$ cat src/rtl/core/rag_pkg.sv
// Types, constants and elaboration-time functions of the rotary angle generator.
`timescale 1ns / 1ps
`default_nettype none

package rag_pkg;

  localparam int ROT_DIM       = 128;
  localparam int HALF_DIM      = ROT_DIM / 2;
  localparam int POSITION_BITS = 20;

  localparam int DIM_W     = 7;
  localparam int KW        = DIM_W - 1;
  localparam int POS_W     = POSITION_BITS;
  localparam int ANGLE_W   = 40;
  localparam int FRAC_W    = 32;
  localparam int LOG_INT_W = 5;
  localparam int LOG_W     = LOG_INT_W + FRAC_W;
  localparam int THETA_W   = FRAC_W + 1;
  localparam int COEF_W    = FRAC_W;
  localparam int Q16       = 16;
  localparam int DIV_W     = THETA_W + Q16;
  localparam int DVS_W     = 24;
  localparam int RAMP_W    = 17;
  localparam int RNUM_W    = 16;
  localparam int RDEN_W    = 17;
  localparam int RN_W      = 18;
  localparam int BL_W      = RAMP_W + ANGLE_W;
  localparam int PROD_W    = POS_W + ANGLE_W;
  localparam int BETA_FRAC = 8;

  localparam int EXP_STAGES = FRAC_W;
  localparam int NSTG       = EXP_STAGES + DIV_W + 6;
  localparam int ST_OUT     = NSTG - 1;

  localparam int MODE_W     = 2;
  localparam int BASE_W     = 32;
  localparam int SCALE_W    = 24;
  localparam int BETA_W     = 16;
  localparam int CFG_IDX_W  = 3;
  localparam int CFG_DATA_W = 32;

  localparam logic [MODE_W-1:0] MODE_NONE   = 2'd0;
  localparam logic [MODE_W-1:0] MODE_LINEAR = 2'd1;
  localparam logic [MODE_W-1:0] MODE_YARN   = 2'd2;

  localparam logic [CFG_IDX_W-1:0] REG_SCALE_MODE = 3'd0;
  localparam logic [CFG_IDX_W-1:0] REG_ROT_BASE   = 3'd1;
  localparam logic [CFG_IDX_W-1:0] REG_LIN_DIV    = 3'd2;
  localparam logic [CFG_IDX_W-1:0] REG_INTERP_DIV = 3'd3;
  localparam logic [CFG_IDX_W-1:0] REG_BETA_FAST  = 3'd4;
  localparam logic [CFG_IDX_W-1:0] REG_BETA_SLOW  = 3'd5;

  localparam logic [BASE_W-1:0]  BASE_RESET  = 32'd2560000;
  localparam logic [BASE_W-1:0]  BASE_ONE    = 32'd256;
  localparam logic [SCALE_W-1:0] SCALE_RESET = 24'd65536;
  localparam logic [BETA_W-1:0]  FAST_RESET  = 16'd8192;
  localparam logic [BETA_W-1:0]  SLOW_RESET  = 16'd256;

  localparam logic [THETA_W-1:0] THETA_ONE = {1'b1, {FRAC_W{1'b0}}};
  localparam logic [RAMP_W-1:0]  RAMP_ONE  = {1'b1, {Q16{1'b0}}};
  localparam logic [ANGLE_W-1:0] ANGLE_MAX = {ANGLE_W{1'b1}};

  typedef struct packed {
    logic [LOG_W-1:0]  e;
    logic [POS_W-1:0]  pos;
    logic [RNUM_W-1:0] rnum;
    logic [RDEN_W-1:0] rden;
    logic              rdiv;
    logic [RAMP_W-1:0] rconst;
  } exp_side_t;

  typedef struct packed {
    logic [THETA_W-1:0] theta;
    logic [POS_W-1:0]   pos;
    logic               rdiv;
    logic [RAMP_W-1:0]  rconst;
  } div_side_t;

  function automatic logic [63:0] isqrt64(input logic [63:0] v);
    logic [63:0] rem;
    logic [63:0] res;
    logic [63:0] b;
    rem = v;
    res = '0;
    b   = 64'h4000_0000_0000_0000;
    for (int j = 0; j < 32; j++) begin
      if (rem >= res + b) begin
        rem = rem - (res + b);
        res = (res >> 1) + b;
      end else begin
        res = res >> 1;
      end
      b = b >> 2;
    end
    return res;
  endfunction

  // Factor 2^(-2^-i) in Q.32, built by repeated square roots.
  function automatic logic [COEF_W-1:0] exp_coef(input int i);
    logic [63:0] c;
    c = isqrt64(64'h8000_0000_0000_0000);
    for (int j = 2; j <= i; j++) begin
      c = isqrt64(c << 32);
    end
    return c[COEF_W-1:0];
  endfunction

endpackage

`default_nettype wire

$ cat src/rtl/core/rag_log2.sv
// Sequential log2 unit for the frequency base, one squaring per cycle.
`timescale 1ns / 1ps
`default_nettype none

module rag_log2 import rag_pkg::*; (
  input  wire logic              clk,
  input  wire logic              rst,
  input  wire logic              start,
  input  wire logic [BASE_W-1:0] base,
  output logic                   busy,
  output logic [LOG_W-1:0]       log2_val
);

  typedef enum logic [1:0] {S_IDLE, S_LOAD, S_NORM, S_SQ} state_t;

  state_t                 state;
  logic [BASE_W-1:0]      m;
  logic [LOG_INT_W-1:0]   msb;
  logic [FRAC_W-1:0]      frac;
  logic [LOG_INT_W-1:0]   cnt;
  logic [2*BASE_W-1:0]    sq;
  logic [BASE_W:0]        t;

  assign sq   = (2*BASE_W)'(m) * (2*BASE_W)'(m);
  assign t    = sq[2*BASE_W-1:BASE_W-1];
  assign busy = (state != S_IDLE);

  always_ff @(posedge clk) begin
    if (rst) begin
      state <= S_LOAD;
    end else if (start) begin
      state <= S_LOAD;
    end else begin
      unique case (state)
        S_LOAD: begin
          m     <= (base < BASE_ONE) ? BASE_ONE : base;
          msb   <= '1;
          state <= S_NORM;
        end
        S_NORM: begin
          if (m[BASE_W-1]) begin
            cnt   <= '0;
            frac  <= '0;
            state <= S_SQ;
          end else begin
            m   <= m << 1;
            msb <= msb - LOG_INT_W'(1);
          end
        end
        S_SQ: begin
          frac <= {frac[FRAC_W-2:0], t[BASE_W]};
          m    <= t[BASE_W] ? t[BASE_W:1] : t[BASE_W-1:0];
          cnt  <= cnt + LOG_INT_W'(1);
          if (cnt == '1) begin
            log2_val <= {msb - LOG_INT_W'(BETA_FRAC), frac[FRAC_W-2:0], t[BASE_W]};
            state    <= S_IDLE;
          end
        end
        S_IDLE: begin
        end
        default: state <= S_LOAD;
      endcase
    end
  end

endmodule

`default_nettype wire

$ cat config.mk
export PLATFORM = sky130hd
export DESIGN_NAME = rag_log2
export DESIGN_NICKNAME = d
export VERILOG_FILES = /design/src/rtl/core/rag_pkg.sv /design/src/rtl/core/rag_log2.sv
export SDC_FILE = /design/constraint.sdc
export NUM_CORES = 2
export LEC_CHECK = 0
export BUFFER_PORTS_ARGS = -buffer_cell sky130_fd_sc_hd__buf_2
export CAP_MARGIN = 20
export CORE_MARGIN = 5
export CORE_UTILIZATION = 50
export DETAILED_ROUTE_END_ITERATION = 10
export PLACE_DENSITY = 0.66
export SYNTH_ARGS = -nofsm -noshare
export SYNTH_HDL_FRONTEND = slang
export SYNTH_SLANG_ARGS = --single-unit
$ cat constraint.sdc
create_clock -name clk -period 11.1 [get_ports clk]
set_clock_uncertainty 0.15 [all_clocks]
set_input_delay 1.665 -clock clk [delete_from_list [all_inputs] [get_ports clk]]
set_output_delay 1.665 -clock clk [all_outputs]
set_load 0.02 [all_outputs]
==> results.txt <==
Arr. time, crit path - 9.40 ns
clock root buffer - clkbuf_16
grt total ovfl - 0
Worst-Margin Slew - 1.07 ns
asr flop ratio synth - 0
CTS max path bufs - 2
Syn Nets - 4611
area of the multi-input gates - 0.0264 mm²
first-iteration detailed-routing DRC count - 1456
fillers - 6141
starting density of the core - 0.505
Horiz. Die Dim - 271 µm
Avg Cell Area, Syn - 9.76 µm²
outcome - completed
YS warnings - 0
global-route wire length before repair - 139000 µm
most common cell after layout, fill and taps aside - inv_1
Synth cell types - 87
share of cells above drive strength 1 - 0.0538
hold buffer count at cts - 0
DRC violations left - 0
Clock transition at path regs - 0.09 ns
I/O Pins - 73
CP Capture Type - flop
Tightest Hold Check Type - reg -> reg
DR vias - 23064
Num CTS Buffers - 9
Synth Flop Type - edfxtp_1
Final min period - 9.45 ns
synth-to-layout area growth - 4.72%
nets - 4600
first-pass iteration count of the detailed router - 5
final worst path period share - 0.851
post-cts resize count - 0
initial antenna violation count - 2
Fin Setup TNS - 0 ns
largest fanout on the critical path - 21
PortBufs - 72
vias in the first global route - 25464
core box area - 0.0673 mm²
register area - 0.00334 mm²
clock latency on the worst-skew pair - 0.36 ns
Die Y - 271 µm
pins over their slew limit - 0
Finished Core Util - 0.529
GRT Total Usage - 0.240
critical path data required time - 11.05 ns
RePlAce Congestion - 0.910
row count - 95
Setup crit start kind - flop
mapped cell area - 0.0340 mm²
Post-CTS Setup Bufs - 0
RSZ-0062 raised after global routing - false
Die ar. - 0.0733 mm²
Slew headroom - 0.284
Inst Count DP - 4335
DRT Wirelength - 85200 µm
Fmax - 106 MHz
Final setup viols - 0
Final ANT Viol Nets - 0
clk sinks - 112
Vias/cell - 5.30
number of hold violations in the final report - 0
type of the worst setup path - reg -> reg
largest net degree at the start of global routing - 43
Post-DP HPWL - 70700 µm
synthesized flop and latch total - 112
CTS tree - yes
number of synthesized flops with an enable pin - 110
most frequent cells in the layout - inv_1, fa_1, nand2_1, ha_1, and2_1
Cell Count, Final, Fillers Out - 4353
WL/cell - 19.6 µm
H-tree levels - 3
Seq/Total Area, Yosys - 0.0983
Synth Instances - 3485
max-cap violation count - 0
worst max-delay path, cell delays in order (launching register included):
cell,delay (ns)
edfxtp_1,1.02
buf_4,0.49
and2_1,0.26
inv_1,0.08
fa_1,0.50
fa_1,0.52
fa_1,0.51
fa_1,0.51
inv_1,0.05
fa_1,0.55
fa_1,0.45
fa_1,0.55
fa_1,0.44
ha_1,0.35
a21o_1,0.19
a31o_1,0.19
a311oi_1,0.36
o21ai_1,0.14
nor3_1,0.67
o31ai_1,0.27
a21oi_1,0.41
nor4b_1,0.12
a311oi_1,0.25
o21ai_0,0.13
synth_stat cells (16+ instances only):
cell      instances  share of area
xnor2_1          45          0.012
xor2_1           37         0.0095
and2_1          232          0.043
nand3_1          16         0.0024
nand2_1         306          0.034
ha_1            300           0.11
o21ai_1          22         0.0032
clkbuf_1        120          0.013
edfxtp_1        110          0.097
buf_2            17         0.0025
inv_1           988           0.11
a21o_1           30         0.0066
and3_1           47         0.0086
fa_1            791           0.47
o21bai_1         17         0.0038
a21oi_1          71          0.010
o21ai_0          26         0.0038
nand4_1          22         0.0040
nor2_1           70         0.0077
metrics by stage:
step	hold slack [ns]	cell area (µm²)	setup WS, ns
global placement	0.254	35300	1.82
global route	0.315	35600	1.34
detailed placement	0.261	35300	1.79
finish	0.293	35600	1.65
floorplan	0.250	34000	3.27
CTS	0.297	35600	1.73
logic make-up after synthesis:
logic type      share of synthesized area
compound gates                     0.0624
xor+xnor                           0.0211
fa+ha+maj                           0.576
buf+inv                             0.126
flops                              0.0983
mux                               0.00416
simple gates                        0.112
routing by layer:
metal	track usage	up-vias	routed length (µm)
li1	-	10437	-
met1	0.319	11877	35000
met2	0.417	597	42400
met3	0.0256	149	4520
met4	0.0745	4	3250
met5	0	-	26
registers in the layout, summed over array words and instances (netlist names):
| signal | count |
|---|---|
| cnt | 5 |
| m | 32 |
| msb | 5 |
| log2_val | 37 |
| frac | 31 |
| state | 2 |
cell type report:
type,count,area share
repair buffers,122,0.0213
inverters,989,0.104
diodes,1,0.0000703
clock buffers,9,0.00633
clock inverters,7,0.00239
multi-input cells,2240,0.741
well taps,873,0.0307
flip-flops and latches,112,0.0939
final timing paths:
kind | startpoint | cells past startpoint | to | slack [ns]
max | m[19] | 23 | m[27] | 1.65
min | frac[19] | 0 | log2_val[20] | 0.29
max reg2reg | m[19] | 23 | m[27] | 1.65
min reg2reg | frac[19] | 0 | log2_val[20] | 0.29
Power is left out: the tool's default activity adds up to more than one toggle a clock period on the data nets, which glitch-free logic cannot reach.
